`src/hdl/assert_macros.svh`:
```
// Assertion macros shared by the pulse-distance transmitter RTL.
`ifndef ASSERT_MACROS_SVH
`define ASSERT_MACROS_SVH

// Checked at every rising edge outside reset.
`define PDWT_ASSERT(label, prop, msg) \
  label: assert property (@(posedge clk) disable iff (!rst_n) prop) else $error(msg);

// Checked at every rising edge, reset included.
`define PDWT_ASSERT_ALWAYS(label, prop, msg) \
  label: assert property (@(posedge clk) prop) else $error(msg);

`endif

```
`src/hdl/pdwt_pkg.sv`:
```
// Types and constants of the pulse-distance word transmitter.
`timescale 1ns / 1ps

package pdwt_pkg;

  typedef logic [15:0] tick_t;
  typedef logic [15:0] word_t;
  typedef logic [2:0]  reg_idx_t;

  // Input action codes.
  localparam logic ACT_TICK = 1'b0;
  localparam logic ACT_LOAD = 1'b1;

  // Configuration register indexes.
  localparam int       NUM_REGS         = 7;
  localparam reg_idx_t REG_LEAD_HIGH    = 3'd0;
  localparam reg_idx_t REG_HEADER_LOW   = 3'd1;
  localparam reg_idx_t REG_HEADER_HIGH  = 3'd2;
  localparam reg_idx_t REG_GAP_LOW      = 3'd3;
  localparam reg_idx_t REG_ZERO_HIGH    = 3'd4;
  localparam reg_idx_t REG_ONE_HIGH     = 3'd5;
  localparam reg_idx_t REG_STOP_HIGH    = 3'd6;

  localparam int CFG_ADDR_W = 5;
  localparam int CFG_DATA_W = 32;

  localparam tick_t CFG_RESET [NUM_REGS] = '{
    16'd5, 16'd20, 16'd14, 16'd5, 16'd15, 16'd35, 16'd35
  };

  // Fixed frame periods; the bit periods follow PH_BITS.
  localparam int PH_IDLE   = 0;
  localparam int PH_LEAD   = 1;
  localparam int PH_HDR_LO = 2;
  localparam int PH_HDR_HI = 3;
  localparam int PH_BITS   = 4;

  typedef struct packed {
    logic line_level;
    logic busy_res;
    logic load_refused;
  } result_t;

endpackage

```
`src/hdl/pdwt_ifs.sv`:
```
// Request and result channel interfaces of the pulse-distance transmitter.
`timescale 1ns / 1ps

interface pdwt_in_if import pdwt_pkg::*; ();
  logic  valid;
  logic  ready;
  logic  action;
  word_t word;

  modport source (output valid, output action, output word, input ready);
  modport sink   (input valid, input action, input word, output ready);
endinterface

interface pdwt_out_if import pdwt_pkg::*; ();
  logic valid;
  logic ready;
  logic line_level;
  logic busy_res;
  logic load_refused;

  modport source (output valid, output line_level, output busy_res,
                  output load_refused, input ready);
  modport sink   (input valid, input line_level, input busy_res,
                  input load_refused, output ready);
endinterface

```
`src/hdl/pulse_distance_word_transmitter.sv`:
```
// Pulse-distance word transmitter: frame sequencer, period registers, result register.
//
//   channel  | dir | handshake        | payload
//   ---------+-----+------------------+-----------------------------------------
//   in_ch    | in  | valid / ready    | action (tick or load), word
//   out_ch   | out | valid / ready    | line_level, busy_res, load_refused
//   APB      | in  | psel/penable     | paddr, pwdata, prdata (period registers)
//
// Each request is taken when valid and ready meet, and its result sits in the output register
// the next cycle; the counter decrement and period selection fit between them.
// A new request is taken every cycle while the result register is empty or drained.
// rst_n is synchronous and active low; it restores the reset periods and idles the line.
// A stalled result holds the result register and blocks new requests only then.
`timescale 1ns / 1ps
`include "assert_macros.svh"

module pulse_distance_word_transmitter
  import pdwt_pkg::*;
#(
  parameter int WORD_BITS = 16
) (
  input  logic                  clk,
  input  logic                  rst_n,
  pdwt_in_if.sink               in_ch,
  pdwt_out_if.source            out_ch,
  input  logic                  psel,
  input  logic                  penable,
  input  logic                  pwrite,
  input  logic [CFG_ADDR_W-1:0] paddr,
  input  logic [CFG_DATA_W-1:0] pwdata,
  output logic [CFG_DATA_W-1:0] prdata,
  output logic                  pready
);

  localparam int PH_STOP_LO = PH_BITS + 2 * WORD_BITS;
  localparam int PH_STOP_HI = PH_STOP_LO + 1;
  localparam int PHASE_W    = $clog2(PH_STOP_HI + 1);

  typedef logic [PHASE_W-1:0]   phase_t;
  typedef logic [WORD_BITS-1:0] shift_t;

  // Period registers.
  tick_t    cfg_r [NUM_REGS];
  reg_idx_t cfg_idx;
  logic     cfg_wr;

  // Frame state.
  phase_t  phase_r,     phase_nxt;
  tick_t   remaining_r, remaining_nxt;
  shift_t  shifter_r,   shifter_nxt;
  logic    level_r,     level_nxt;
  logic    active_r,    active_nxt;

  // Result register.
  logic    out_valid_r, out_valid_nxt;
  result_t res_r,       res_nxt;

  logic    in_acc;
  logic    tick_last;
  logic    do_enter;
  phase_t  ent_phase;
  shift_t  ent_src;
  shift_t  word_ext;
  logic    refused;

  // ---------------------------------------------------------------- APB
  assign pready  = 1'b1;
  assign cfg_idx = paddr[CFG_ADDR_W-1:2];
  assign cfg_wr  = psel && penable && pwrite && (int'(cfg_idx) < NUM_REGS);

  always_comb begin
    prdata = '0;
    if (int'(cfg_idx) < NUM_REGS) begin
      prdata = CFG_DATA_W'(cfg_r[cfg_idx]);
    end
  end

  always_ff @(posedge clk) begin
    if (!rst_n) begin
      for (int i = 0; i < NUM_REGS; i++) begin
        cfg_r[i] <= CFG_RESET[i];
      end
    end else if (cfg_wr) begin
      cfg_r[cfg_idx] <= pwdata[15:0];
    end
  end

  // ---------------------------------------------------------------- handshake
  assign in_ch.ready = !out_valid_r || out_ch.ready;
  assign in_acc      = in_ch.valid && in_ch.ready;

  assign word_ext  = WORD_BITS'(in_ch.word);
  // A count of zero or one both end the period on this tick.
  assign tick_last = (remaining_r[15:1] == '0);

  // Decide whether this request enters a new period, and which one.
  always_comb begin
    do_enter  = 1'b0;
    ent_phase = phase_t'(PH_IDLE);
    ent_src   = shifter_r;
    refused   = 1'b0;
    if (in_ch.action == ACT_LOAD) begin
      if (active_r) begin
        refused = 1'b1;
      end else begin
        do_enter  = 1'b1;
        ent_phase = phase_t'(PH_LEAD);
        ent_src   = word_ext;
      end
    end else if (active_r && tick_last) begin
      do_enter = 1'b1;
      if (phase_r == phase_t'(PH_STOP_HI)) begin
        ent_phase = phase_t'(PH_IDLE);
      end else begin
        ent_phase = phase_r + 1'b1;
      end
    end
  end

  // Next frame state.
  always_comb begin
    phase_nxt     = phase_r;
    remaining_nxt = remaining_r;
    shifter_nxt   = shifter_r;
    level_nxt     = level_r;
    active_nxt    = active_r;
    if (do_enter) begin
      phase_nxt   = ent_phase;
      shifter_nxt = ent_src;
      active_nxt  = 1'b1;
      if (ent_phase == phase_t'(PH_LEAD)) begin
        level_nxt     = 1'b1;
        remaining_nxt = cfg_r[REG_LEAD_HIGH];
      end else if (ent_phase == phase_t'(PH_HDR_LO)) begin
        level_nxt     = 1'b0;
        remaining_nxt = cfg_r[REG_HEADER_LOW];
      end else if (ent_phase == phase_t'(PH_HDR_HI)) begin
        level_nxt     = 1'b1;
        remaining_nxt = cfg_r[REG_HEADER_HIGH];
      end else if (ent_phase == phase_t'(PH_STOP_HI)) begin
        level_nxt     = 1'b1;
        remaining_nxt = cfg_r[REG_STOP_HIGH];
      end else if (ent_phase >= phase_t'(PH_BITS) && ent_phase <= phase_t'(PH_STOP_LO)) begin
        // Bit periods alternate: even codes are the low gap, odd codes the bit high.
        if (!ent_phase[0]) begin
          level_nxt     = 1'b0;
          remaining_nxt = cfg_r[REG_GAP_LOW];
        end else begin
          level_nxt     = 1'b1;
          remaining_nxt = ent_src[WORD_BITS-1] ? cfg_r[REG_ONE_HIGH] : cfg_r[REG_ZERO_HIGH];
          shifter_nxt   = ent_src << 1;
        end
      end else begin
        phase_nxt     = phase_t'(PH_IDLE);
        level_nxt     = 1'b1;
        remaining_nxt = '0;
        active_nxt    = 1'b0;
      end
    end else if (in_ch.action == ACT_TICK && active_r) begin
      remaining_nxt = remaining_r - 1'b1;
    end
  end

  always_comb begin
    out_valid_nxt = out_valid_r;
    res_nxt       = res_r;
    if (in_acc) begin
      out_valid_nxt        = 1'b1;
      res_nxt.line_level   = level_nxt;
      res_nxt.busy_res     = active_nxt;
      res_nxt.load_refused = refused;
    end else if (out_ch.ready) begin
      out_valid_nxt = 1'b0;
    end
  end

  always_ff @(posedge clk) begin
    if (!rst_n) begin
      phase_r     <= phase_t'(PH_IDLE);
      remaining_r <= '0;
      shifter_r   <= '0;
      level_r     <= 1'b1;
      active_r    <= 1'b0;
      out_valid_r <= 1'b0;
    end else begin
      out_valid_r <= out_valid_nxt;
      if (in_acc) begin
        phase_r     <= phase_nxt;
        remaining_r <= remaining_nxt;
        shifter_r   <= shifter_nxt;
        level_r     <= level_nxt;
        active_r    <= active_nxt;
      end
    end
  end

  always_ff @(posedge clk) begin
    res_r <= res_nxt;
  end

  assign out_ch.valid        = out_valid_r;
  assign out_ch.line_level   = res_r.line_level;
  assign out_ch.busy_res     = res_r.busy_res;
  assign out_ch.load_refused = res_r.load_refused;

  // ---------------------------------------------------------------- checks
  `PDWT_ASSERT(a_idle_line_high, !active_r |-> (level_r && phase_r == phase_t'(PH_IDLE)), "idle line not high or phase not idle")
  `PDWT_ASSERT(a_refused_keeps_frame, (in_acc && in_ch.action == ACT_LOAD && active_r) |=> (active_r && $stable(phase_r) && $stable(remaining_r)), "refused load disturbed the running frame")
  `PDWT_ASSERT(a_request_gives_result, in_acc |=> (out_valid_r && res_r.busy_res == active_r && res_r.line_level == level_r), "result register does not match the state after a request")
  `PDWT_ASSERT(a_refused_only_busy, (in_acc && refused) |-> (active_r && in_ch.action == ACT_LOAD), "load flagged as refused while idle")
  `PDWT_ASSERT(a_phase_in_range, phase_r <= phase_t'(PH_STOP_HI), "phase beyond the stop period")
  `PDWT_ASSERT_ALWAYS(a_pready_high, pready, "pready dropped")

endmodule
```
`src/flat_wrapper.sv`:
```
// flat-port wrapper written by rule: the top's interface ports become plain ports
module pulse_distance_word_transmitter_flat import pdwt_pkg::*;
#(
  parameter int WORD_BITS = 16
)
  (clk, rst_n, psel, penable, pwrite, paddr, pwdata, prdata, pready, in_ch_valid, in_ch_action, in_ch_word, in_ch_ready, out_ch_valid, out_ch_line_level, out_ch_busy_res, out_ch_load_refused, out_ch_ready);
  pdwt_in_if in_ch_i ();
  pdwt_out_if out_ch_i ();
  input  logic clk;
  input  logic rst_n;
  input  logic psel;
  input  logic penable;
  input  logic pwrite;
  input  logic [CFG_ADDR_W-1:0] paddr;
  input  logic [CFG_DATA_W-1:0] pwdata;
  output logic [CFG_DATA_W-1:0] prdata;
  output logic pready;
  input wire logic [$bits(in_ch_i.valid)-1:0] in_ch_valid;
  input wire logic [$bits(in_ch_i.action)-1:0] in_ch_action;
  input wire logic [$bits(in_ch_i.word)-1:0] in_ch_word;
  output wire logic [$bits(in_ch_i.ready)-1:0] in_ch_ready;
  output wire logic [$bits(out_ch_i.valid)-1:0] out_ch_valid;
  output wire logic [$bits(out_ch_i.line_level)-1:0] out_ch_line_level;
  output wire logic [$bits(out_ch_i.busy_res)-1:0] out_ch_busy_res;
  output wire logic [$bits(out_ch_i.load_refused)-1:0] out_ch_load_refused;
  input wire logic [$bits(out_ch_i.ready)-1:0] out_ch_ready;
  assign in_ch_i.valid = in_ch_valid;
  assign in_ch_i.action = in_ch_action;
  assign in_ch_i.word = in_ch_word;
  assign in_ch_ready = in_ch_i.ready;
  assign out_ch_valid = out_ch_i.valid;
  assign out_ch_line_level = out_ch_i.line_level;
  assign out_ch_busy_res = out_ch_i.busy_res;
  assign out_ch_load_refused = out_ch_i.load_refused;
  assign out_ch_i.ready = out_ch_ready;
  pulse_distance_word_transmitter #(.WORD_BITS(WORD_BITS)) u_core (.clk(clk), .rst_n(rst_n), .in_ch(in_ch_i), .out_ch(out_ch_i), .psel(psel), .penable(penable), .pwrite(pwrite), .paddr(paddr), .pwdata(pwdata), .prdata(prdata), .pready(pready));
endmodule
```
`config.mk`:
```
export PLATFORM = sky130hd
export DESIGN_NAME = pulse_distance_word_transmitter_flat
export DESIGN_NICKNAME = d
export VERILOG_FILES = /design/src/hdl/pdwt_pkg.sv /design/src/hdl/pdwt_ifs.sv /design/src/hdl/pulse_distance_word_transmitter.sv /design/src/flat_wrapper.sv
export VERILOG_INCLUDE_DIRS = /design/src /design/src/hdl
export SDC_FILE = /design/constraint.sdc
export NUM_CORES = 1
export LEC_CHECK = 0
export ABC_AREA = 1
export BUFFER_PORTS_ARGS = -buffer_cell sky130_fd_sc_hd__buf_4
export CORE_UTILIZATION = 60
export DETAILED_ROUTE_END_ITERATION = 10
export HOLD_SLACK_MARGIN = 0.12
export PLACE_DENSITY_LB_ADDON = 0.25
export SLEW_MARGIN = 0
export SYNTH_ARGS = -nofsm -noshare
export SYNTH_HDL_FRONTEND = slang
export SYNTH_SLANG_ARGS = --single-unit
```
`constraint.sdc`:
```
create_clock -name clk -period 7.4 [get_ports clk]
set_input_delay 1.48 -clock clk [delete_from_list [all_inputs] [get_ports clk]]
set_output_delay 1.48 -clock clk [all_outputs]
set_load 0.01 [all_outputs]
```
Word level (Yosys, flattened, before mapping)
Memories as Yosys holds them, arrays and structs flattened.
Cells that the tools add are included.
Widths: inputs -> output; s select.
Word-level totals
  register bits: 44
  latch bits: 0
  RAM bits: 112
  ROM bits: 0
  input port bits: 61
  output and inout port bits: 38
  word-level logic and storage cells: 89
  memories: 1
Operators by class
  add/subtract/negate cells: 2
  $mul: 0
  divide/modulo/power cells: 0
  magnitude comparators: 3
  equal/unequal tests: 5
  shifts and indexed selects: 0
  multiplexer cells: 53
  bitwise gates (word level): 1
  reductions and logical operators: 15
Memory list
  u_core.cfg_r: words 7, width 16, read ports 8, clocked after memory_dff 0, wr ports 7, line pulse_distance_word_transmitter.sv:43  | tick_t cfg_r [NUM_REGS];
Operators with widths (count)
  $mux 16: 19
  $mux 6: 8
  $mux 1: 25
  $reduce_or 16->1: 1
  $sub 16x1->16 const B: 1
  $logic_not 15->1: 1
  $eq 6x2->1 const B: 2
  $eq 6x6->1 const B: 2
  $logic_and 1x1->1: 7
  $add 6x1->6 const B: 1
  $eq 6x1->1 const B: 1
  $ge 6x3->1 const B: 1
  $le 6x6->1 const B: 1
  $reduce_and 2->1: 2
  $reduce_bool 2->1: 2
  $lt 3x3->1 const B: 1
  $mux 3: 1
  $logic_not 1->1: 1
  $logic_or 1x1->1: 1
  $not 1->1: 1

Depth between registers and ports, before layout
Gate-level depths: netlist (run 1).
  depth after elaboration: 12
  gate-level depth with buffers: 20
  mapped depth without buffers: 19

Worst setup path before layout (run 1)
Ideal clock, no wire load.
  path kind: input to output
  start: input port paddr[2]
  end: output port prdata[10]
  arrival: 2.689 ns
  data required time: 5.920 ns
  path slack: 3.231 ns
  stages on the path: 8
  path buffers: 2
  path through: clkbuf_1 > nand2_1 > inv_1 > nor2_1 > inv_1 > clkbuf_1 > a21oi_1 > or2_2
Between the ends
  word-level cells in the longest chain between the ends: 2
  elaborated cells on any way between the ends: 3
  those cells by class: order compare (1); mux (1); memory (1)
Ends and longest elaborated chain
  start: declaration: line flat_wrapper.sv:14  | input logic [CFG_ADDR_W-1:0] paddr;
  $mem_v2 7x16 / $lt 3x3->1 (equally long branches)
  $mux 16 *: line pulse_distance_word_transmitter.sv:73  | if (int'(cfg_idx) < NUM_REGS) begin
  end: declaration: line flat_wrapper.sv:16  | output logic [CFG_DATA_W-1:0] prdata;
Every way passes the cells marked *; elsewhere a longest branch is shown, timed or not.

Worst setup path after layout (run 1)
  start: input port paddr[2]
  end: output port prdata[2]
The elaborated chain is that of the path after synthesis.

==> results of run 1 <==
[routing by layer]
| metal | vias to the layer above | share of wire [%] | global-route usage (%) |
|---|---|---|---|
| met2 | 513 | 45 | 54.4 |
| met5 | - | 0 | 0 |
| met4 | 0 | 3.9 | 17.5 |
| met1 | 4075 | 40 | 45.2 |
| met3 | 92 | 11 | 8.28 |
| li1 | 4247 | - | - |
[cells by family (layout without fill, tap and decap cells)]
kind of cell	after synthesis	count (layout)	synth area share [%]
and+or+nand+nor	607	607	26.3
other	2	32	0.0764
muxes	13	13	1.32
buffers and inverters	241	267	10.4
xor gates and xnor gates	9	9	0.802
DFF	171	171	46.4
AOI/OAI and AO/OA	244	244	14.2
adders and majority gates	3	3	0.382
[cell type report]
class	count	area share [%]
Tap cell	216	2.47
Timing Repair Buffer	71	4.88
Multi-Input combinational cell	908	39.9
Inverter	164	5.63
Clock buffer	20	4.28
Clock inverter	12	1.10
Sequential cell	171	41.8
[worst paths after layout]
kind / start / end / slack (ps) / depth (start not counted)
worst min register to register: u_core.shifter_r[11] / u_core.shifter_r[11] / 470 / 2
worst max-delay path: paddr[2] / prdata[2] / 2080 / 9
worst max register to register: u_core.active_r / u_core.phase_r[2] / 3470 / 10
worst min-delay path: u_core.shifter_r[11] / u_core.shifter_r[11] / 470 / 2
[cells in the mapped netlist, types with 11 or more instances]
| library cell | instances |
|---|---|
| nand2_1 | 291 |
| nand2_2 | 11 |
| nor2_1 | 193 |
| buf_2 | 16 |
| a22oi_1 | 40 |
| clkbuf_1 | 32 |
| a21oi_1 | 89 |
| mux2i_1 | 13 |
| buf_4 | 20 |
| edfxtp_1 | 114 |
| nand3_1 | 55 |
| inv_1 | 153 |
| nor3_1 | 19 |
| dfxtp_1 | 57 |
| or2_2 | 13 |
| o21ai_0 | 78 |
[worst max-delay path: cells and delay by family]
family | cells | cell delay, ps
compound gates | 1 | 110
simple gates | 3 | 560
buf+inv | 5 | 1670
[power groups by stage]
stage	Clock [mW]	Sequential, mW	Combinational (mW)
floorplan	0	1.11	0.305
finish	0.894	1.10	0.432
global route	0.931	1.11	0.480
CTS	0.893	1.10	0.424
detailed placement	0	1.12	0.421
global placement	0	1.12	0.414
[through the flow]
step           hold WS, ps  total power [mW]  utilization (%)  cell area [um2]  cells
2_1_floorplan          441              1.42                -             9940   1320
3_3_place_gp           452              1.53             64.9            10300   1530
3_5_place_dp           456              1.54             64.9            10300   1530
4_1_cts                466              2.42             68.6            10900   1562
5_1_grt                485              2.52             68.6            10900   1562
6_report               467              2.43             68.6            10900   1562
[sequential cells by signal, indices dropped and copies added, names as in the netlist]
register,cells
u_core.level_r,1
u_core.active_r,1
u_core.phase_r,6
u_core.remaining_r,16
u_core.out_ch.load_refused,1
u_core.out_ch.busy_res,1
u_core.out_ch.valid,1
u_core.shifter_r,16
u_core.out_ch.line_level,1
u_core.cfg_r,127
[cells in the final DEF, fill, tap and decap left out, types with 5 or more instances in the layout]
cell and instances:
mux2i_1 13, dfxtp_1 57, edfxtp_1 114, nor2_4 5, or2_2 13, inv_2 8, nand2_2 11, a21oi_2 9
nor2_1 192, clkinv_2 5, a22oi_1 40, buf_4 71, o21ai_1 9, nor3_1 19, xor2_1 8, o21ai_0 78
a21oi_1 89, nand3_1 55, nand2_1 291, inv_1 153, conb_1 32, a31oi_1 7, clkbuf_16 18, nor2_2 6
==> flow_summary.json, run 1 <==
{
  "irDropWorstVdd_v": 0.000194,
  "multiInputGateArea_um2": 4360,
  "synth_edf_count": 114,
  "switching_share_pct": 28.5,
  "clk_path_buf_depth": 2,
  "synth-seq-area-share_pct": 46.4,
  "dr_total_vias": 8927,
  "timing.slew.headroom_pct": 31.0,
  "cts_buffers": 17,
  "leakage_nw": 4.82,
  "grt_max_degree": 64,
  "powerDensity_nw_per_um2": 222,
  "cts_sinks": 171,
  "ys_top_cells_by_area": "edfxtp_1 35%, dfxtp_1 12%, nand2_1 11%",
  "fin_crit_ps": 5320,
  "p_sw_mw": 0.691,
  "finClkSkew_ps": 11.7,
  "die_h_um": 130,
  "path_max_fanout": 63,
  "clkLatencyLatePin_ps": 440,
  "cap_violations": 0,
  "gr-usage-all-layers_pct": 34.7,
  "cts-root-buf": "clkbuf_16",
  "overflow": 0,
  "num_antenna_cells": 0,
  "clkTransAtPathRegs_ps": 60,
  "hpwl_mm": 17.2,
  "status": "finished clean",
  "gp_congestion": 0.889,
  "antenna_found_initial": 0,
  "first_iter_violations": 947,
  "netlist.area_leader.share_pct": 34.8,
  "drc_errors": 0,
  "max_freq_ghz": 0.188,
  "hold_viol_final": 0,
  "p_int_mw": 1.73,
  "power_frac_seq_pct": 45.3,
  "worst_pin_slew_ps": 1030,
  "critPathCaptureType": "output pin",
  "grt_pass1_vias": 8219,
  "cts_resized": 0,
  "final_layout_size_suffix_gt1_share_pct": 12.3,
  "final.setup.worst_slack_ps": 2080,
  "worst_path_most_repeated_cell": "buf_4",
  "detail_route.wl_per_cell_um": 17.7,
  "hp-class": "reg -> reg",
  "htreeDepth": 4,
  "finalCritPeriodShare_pct": 71.9,
  "start_util_pct": 61.6,
  "critPathMaxStageDelay_ps": 540,
  "die_w_um": 130,
  "syn-cell-area_um2": 9830,
  "rsz0062_at_grt": "false",
  "synth_seq_cells": 171,
  "nFillCells": 1339,
  "crit_chain": "buf_4, nand2_1, inv_1, buf_4, nor2_1, inv_1, a21oi_1, or2_2, buf_4",
  "dp_slack_ps": 2190,
  "dr.pass1.iters": 7,
  "critPathKind": "in -> out",
  "totalWireLength_mm": 27.7,
  "pin_count": 99,
  "netlist_instances": 1290,
  "grt_pass1_wl_mm": 43.2,
  "syn_to_final_growth_pct": 11.2,
  "port_buffers": 63,
  "p_comb_share_pct": 17.8,
  "holdBufCountCts": 0,
  "ys.flop_type": "edfxtp_1",
  "slew_violations": 0,
  "fin_nets": 1397,
  "vias_per_cell": 5.72,
  "setup_violations": 0,
  "tns_ps": 0,
  "post_cts_buffers": 0,
  "synth_warnings": 0,
  "worstPathArrival_ps": 3840,
  "crit_required_ps": 5920,
  "start_kind": "input pin",
  "rows": 46,
  "syn_area_per_cell_um2": 7.62,
  "synthArstFlopShare_pct": 0,
  "core_area_um2": 15900,
  "post_synth_num_cell_types": 42,
  "ant_nets": 0,
  "dieArea_um2": 16900,
  "synth_top_area_cell": "edfxtp_1",
  "regArea_um2": 4560,
  "clkPwrFrac_pct": 36.8,
  "slowest_stage": "inv_1",
  "cts_tree": "done"
}
Power figures use the tool's default switching activity.
==> inputs of run 2 (changes only) <==
- CORE_UTILIZATION: 60 -> 54
- clock period: 7.4 -> 4.5 ns (I/O delays scaled with it)
==> run 2 against run 1 <==
Effect of this change:
- count of clock-buffer cells in the layout down 3
- global-route usage shrank 5.8 points
- non-clock buffer count increased by 6
- setup slack worse by 1300 ps
- critical path type unchanged
- critical endpoint is now prdata[6]
==> flow_summary.json, run 2 (synthesis gave the netlist of run 1 again) <==
{
  "gp_congestion": 0.917,
  "max_freq_ghz": 0.269,
  "hpwl_mm": 17.6,
  "reg.largest.list": "u_core.cfg_r x127, u_core.remaining_r x16, u_core.shifter_r x16",
  "port_buffers": 63,
  "cts-root-buf": "clkbuf_16",
  "status": "finished clean",
  "fin_nets": 1403,
  "ant_nets": 0,
  "rsz0062_at_grt": "false",
  "dr_total_vias": 8774,
  "clkTransAtPathRegs_ps": 70,
  "crit_required_ps": 3600,
  "hold_viol_final": 0,
  "antenna_found_initial": 0,
  "vias_per_cell": 5.56,
  "worstPathArrival_ps": 2820,
  "leakage_nw": 4.83,
  "die_h_um": 137,
  "holdBufCountCts": 0,
  "cts_resized": 0,
  "htreeDepth": 4,
  "clkLatencyLatePin_ps": 430,
  "detail_route.wl_per_cell_um": 16.3,
  "p_sw_mw": 1.17,
  "hp-class": "reg -> reg",
  "gr-usage-all-layers_pct": 28.9,
  "critPathKind": "in -> out",
  "final_layout_size_suffix_gt1_share_pct": 12.7,
  "first_iter_violations": 902,
  "rows": 48,
  "timing.slew.headroom_pct": 43.1,
  "worst_pin_slew_ps": 853,
  "switching_share_pct": 29.6,
  "p_int_mw": 2.77,
  "grt_pass1_wl_mm": 40.8,
  "clkPwrFrac_pct": 36.5,
  "post_cts_buffers": 0,
  "core_area_um2": 17500,
  "largest_reg_flops": 127,
  "totalWireLength_mm": 25.8,
  "p_comb_share_pct": 17.4,
  "pin_count": 99,
  "num_antenna_cells": 0,
  "start_kind": "input pin",
  "finalCritPeriodShare_pct": 82.7,
  "critPathCaptureType": "output pin",
  "path_max_fanout": 31,
  "start_util_pct": 56.0,
  "dieArea_um2": 18700,
  "clk_path_buf_depth": 2,
  "grt_max_degree": 44,
  "final_cell_mix": "291 x nand2_1, 192 x nor2_1, 153 x inv_1",
  "drc_errors": 0,
  "overflow": 0,
  "setup_violations": 0,
  "largest_register": "u_core.cfg_r",
  "fin_crit_ps": 3720,
  "cts_buffers": 17,
  "finClkSkew_ps": 10.5,
  "power_mw": 3.93,
  "cts_tree": "done",
  "grt_pass1_vias": 7715,
  "dr.pass1.iters": 5,
  "hold_slack_ps": 466,
  "mostFrequentLayoutCell": "nand2_1",
  "cts_sinks": 171,
  "syn_to_final_growth_pct": 11.5,
  "power_frac_seq_pct": 46.1,
  "powerDensity_nw_per_um2": 359,
  "irDropWorstVdd_v": 0.000260,
  "cap_violations": 0,
  "slew_violations": 0,
  "die_w_um": 137,
  "tns_ps": 0
}
==> run 2: worst max-delay path, cell delays in order <==
cell and delay [ps]:
buf_4 350, inv_1 270, nor2_2 310, buf_4 390, a22oi_1 160, a21oi_1 140, or2_2 150, buf_4 120
==> run 2: final cells by class <==
| class | instances | area, um2 |
|---|---|---|
| fillers | 1573 | 6570 |
| flip-flops and latches | 171 | 4560 |
| multi-input cells | 908 | 4360 |
| inverters | 164 | 616 |
| repair buffers | 77 | 578 |
| clock buffers | 17 | 425 |
| well taps | 225 | 282 |
| clock inverters | 15 | 138 |
==> run 2: power groups by stage <==
stage               registers, mW  logic, mW  clock network, mW
finish                       1.81      0.685               1.43
global route                 1.82      0.767               1.50
CTS                          1.81      0.678               1.44
detailed placement           1.84      0.673                  0
global placement             1.84      0.664                  0
floorplan                    1.83      0.502                  0
==> run 2: stage by stage <==
| stage | area (um2) | instances | setup WS, ps | util (%) |
|---|---|---|---|---|
| 6_report | 11000 | 1577 | 778 | 62.5 |
| 5_1_grt | 11000 | 1577 | 664 | 62.5 |
| 4_1_cts | 11000 | 1577 | 877 | 62.5 |
| 3_5_place_dp | 10400 | 1545 | 717 | 59.3 |
| 3_3_place_gp | 10400 | 1545 | 771 | 59.3 |
| 2_1_floorplan | 9940 | 1320 | 1440 | - |
==> run 2: routing by layer <==
metal  global-route usage, %  vias up  part of all wire [%]
met4                    8.91        0                   1.7
met2                    45.6      427                    46
met3                    5.52       41                   9.8
li1                        -     4258                     -
met1                    40.2     4048                    43
met5                       0        -                     0
==> run 2: final timing paths <==
path                                     startpoint                     to  slack, ps  cells after the start
worst max-delay path                       paddr[3]              prdata[6]        780                      8
worst min-delay path            u_core.shifter_r[5]    u_core.shifter_r[5]        470                      2
worst max register to register    u_core.phase_r[1]  u_core.remaining_r[7]       1200                     17
worst min register to register  u_core.shifter_r[5]    u_core.shifter_r[5]        470                      2
==> inputs of run 3 (changes only) <==
- ABC_AREA: 1 -> 0
- CORE_UTILIZATION: 54 -> 59
- clock period: 4.5 -> 3.65 ns (I/O delays scaled with it)
==> run 3 against run 2 <==
Effect of this change:
- critical path depth stayed put
- sequential share of layout area is 0.89 points lower
- count of clock-buffer cells in the layout is 1 higher
- combinational power is 11% higher
- first-iteration DRC count is 3.8% lower
- non-clock buffer count is 27 higher
- critical path type is now reg -> reg
- largest cell class is now multi-input combinational cells
- highest routed layer unchanged
==> flow_summary.json, run 3 <==
{
  "status": "finished clean",
  "nFillCells": 1065,
  "crit_path_end": "u_core.remaining_r[0]",
  "cts_resized": 0,
  "syn_area_per_cell_um2": 10.4,
  "rr_endpoint": "u_core.remaining_r[0]",
  "fin_nets": 966,
  "synthArstFlopShare_pct": 0,
  "reg2reg_depth": 8,
  "critPathKind": "reg -> reg",
  "vias_per_cell": 6.71,
  "htreeDepth": 4,
  "cap_violations": 0,
  "clkLatencyLatePin_ps": 430,
  "leakage_nw": 3.87,
  "num_antenna_cells": 0,
  "path_max_fanout": 16,
  "dieArea_um2": 15200,
  "gp_congestion": 0.912,
  "reg2reg_setup_slack_ps": 350,
  "cts_tree": "done",
  "final_layout_size_suffix_gt1_share_pct": 22.4,
  "detail_route.wl_per_cell_um": 22.6,
  "ys_top_cells_by_area": "edfxtp_1 34%, dfxtp_1 13%, mux2_2 5.2%",
  "netlist.area_leader.share_pct": 34.1,
  "setup_violations": 0,
  "gr-usage-all-layers_pct": 34.1,
  "tns_ps": 0,
  "power_frac_seq_pct": 43.0,
  "hold_viol_final": 0,
  "grt_max_degree": 40,
  "syn_to_final_growth_pct": 16.0,
  "irDropWorstVdd_v": 0.000350,
  "startpoint": "u_core.phase_r[0]",
  "dr_total_vias": 7370,
  "slew_violations": 0,
  "fin_crit_ps": 3300,
  "netlist_instances": 841,
  "start_kind": "register",
  "overflow": 0,
  "start_util_pct": 60.1,
  "mostFrequentLayoutCell": "buf_4",
  "p_sw_mw": 1.23,
  "die_h_um": 123,
  "antenna_found_initial": 0,
  "p_comb_share_pct": 16.0,
  "finClkSkew_ps": 8.12,
  "synth_top_area_cell": "edfxtp_1",
  "worstReg2RegStart": "u_core.phase_r[0]",
  "timing.slew.headroom_pct": 19.7,
  "first_iter_violations": 868,
  "post_synth_num_cell_types": 68,
  "dr.pass1.iters": 7,
  "synth-seq-area-share_pct": 47.3,
  "clkTransAtPathRegs_ps": 60,
  "ys.flop_type": "edfxtp_1",
  "final_cell_mix": "101 x buf_4, 99 x edfxtp_1, 76 x nand2_1",
  "post-synth-top-count-cell": "edfxtp_1",
  "switching_share_pct": 26.0,
  "crit_required_ps": 3970,
  "largest_register": "u_core.cfg_r",
  "hpwl_mm": 16.1,
  "drc_errors": 0,
  "rows": 44,
  "grt_pass1_vias": 7181,
  "die_w_um": 123,
  "synth_edf_count": 99,
  "worst_pin_slew_ps": 1200,
  "finalCritPeriodShare_pct": 90.4,
  "largest_reg_flops": 112,
  "grt_pass1_wl_mm": 38.3,
  "powerDensity_nw_per_um2": 470,
  "max_freq_ghz": 0.303,
  "synth_seq_cells": 156,
  "holdBufCountCts": 0,
  "synth_warnings": 0,
  "synth_commonest_cells": "99 x edfxtp_1, 76 x nand2_1, 68 x nor2_1, 57 x dfxtp_1, 46 x clkbuf_1",
  "critPathCaptureType": "register",
  "worstPathArrival_ps": 3620,
  "port_buffers": 63,
  "clkPwrFrac_pct": 41.0,
  "rsz0062_at_grt": "false",
  "pin_count": 99,
  "core_area_um2": 14500,
  "cts_sinks": 156,
  "hp-class": "reg -> reg",
  "p_int_mw": 3.51,
  "totalWireLength_mm": 24.8,
  "cts_buffers": 17,
  "cts-root-buf": "clkbuf_16",
  "syn-cell-area_um2": 8710,
  "clk_path_buf_depth": 2,
  "reg.largest.list": "u_core.cfg_r x112, u_core.remaining_r x16, u_core.shifter_r x16",
  "ant_nets": 0,
  "post_cts_buffers": 0,
  "power_mw": 4.75
}
==> run 3: changes by cell type in the layout (fill, tap and decap cells not counted), moves of 19 or more <==
cell	before	now
a21oi_1	89	38
a22oi_1	40	6
and2_1	0	20
and3_1	0	19
buf_4	77	101
inv_1	153	29
mux2_2	0	40
nand2_1	291	76
nand3_1	55	26
nor2_1	192	68
o21ai_0	78	33
==> run 3: cell type report <==
| type | instances | area [um2] | share of cell area (%) |
|---|---|---|---|
| Multi-Input combinational cell | 594 | 4180 | 41.4 |
| Timing Repair Buffer | 104 | 818 | 8.10 |
| Sequential cell | 156 | 4110 | 40.7 |
| Clock inverter | 14 | 218 | 2.16 |
| Clock buffer | 18 | 429 | 4.25 |
| Inverter | 29 | 109 | 1.08 |
| Tap cell | 184 | 230 | 2.28 |
==> run 3: how the worst min path moves through the flow <==
| stage | startpoint | end | slack (ps) | cells past startpoint |
|---|---|---|---|---|
| finish | u_core.shifter_r[15] | u_core.shifter_r[15] | 480 | 2 |
| global route | u_core.shifter_r[15] | u_core.shifter_r[15] | 510 | 2 |
| floorplan | u_core.shifter_r[15] | u_core.shifter_r[15] | 430 | 2 |
| detailed placement | u_core.shifter_r[15] | u_core.shifter_r[15] | 470 | 2 |
| CTS | u_core.shifter_r[15] | u_core.shifter_r[15] | 480 | 2 |
| global placement | u_core.shifter_r[15] | u_core.shifter_r[15] | 450 | 2 |
==> run 3: through the flow <==
stage | util (%) | instance area (um2) | setup slack [ps] | std cells | hold slack, ps
2_1_floorplan | - | 8760 | 543 | 856 | 430
3_3_place_gp | 65.3 | 9450 | 376 | 1067 | 449
3_5_place_dp | 65.3 | 9450 | 330 | 1067 | 466
4_1_cts | 69.7 | 10100 | 562 | 1099 | 483
5_1_grt | 69.7 | 10100 | 243 | 1099 | 508
6_report | 69.7 | 10100 | 350 | 1099 | 477
==> run 3: power by group through the flow <==
stage               clock (mW)  combinational [mW]  sequential (mW)
global route              2.03               0.814             2.05
CTS                       1.95               0.748             2.04
finish                    1.95               0.760             2.04
floorplan                    0               0.515             2.05
detailed placement           0               0.739             2.08
global placement             0               0.716             2.07
==> run 3: metal layers <==
metal  vias up  part of all wire, %  GRT usage [%]
met5         -                    0              0
met4         0                  3.9           15.8
met3        96                   10           7.61
met2       500                   48           55.8
met1      3541                   37           42.8
li1       3233                    -              -
==> run 3: logic make-up after synthesis <==
| logic type | after synthesis | share of synthesized area, % |
|---|---|---|
| flip-flops | 156 | 47.3 |
| multiplexers | 83 | 12.6 |
| AO/OA/AOI/OAI | 205 | 17.0 |
| other | 2 | 0.0863 |
| AND/OR/NAND/NOR | 268 | 15.3 |
| XOR/XNOR | 18 | 1.81 |
| buffers and inverters | 106 | 5.56 |
| adder cells (fa/ha/maj) | 3 | 0.431 |
==> run 3: worst max-delay path: stages (launching register included) <==
cell and delay (ps):
dfxtp_1 470, ha_1 230, xor2_1 200, a2bb2oi_1 510, a21oi_1 120, o211a_1 620
a222oi_1 720, a21oi_1 140, o21a_1 180
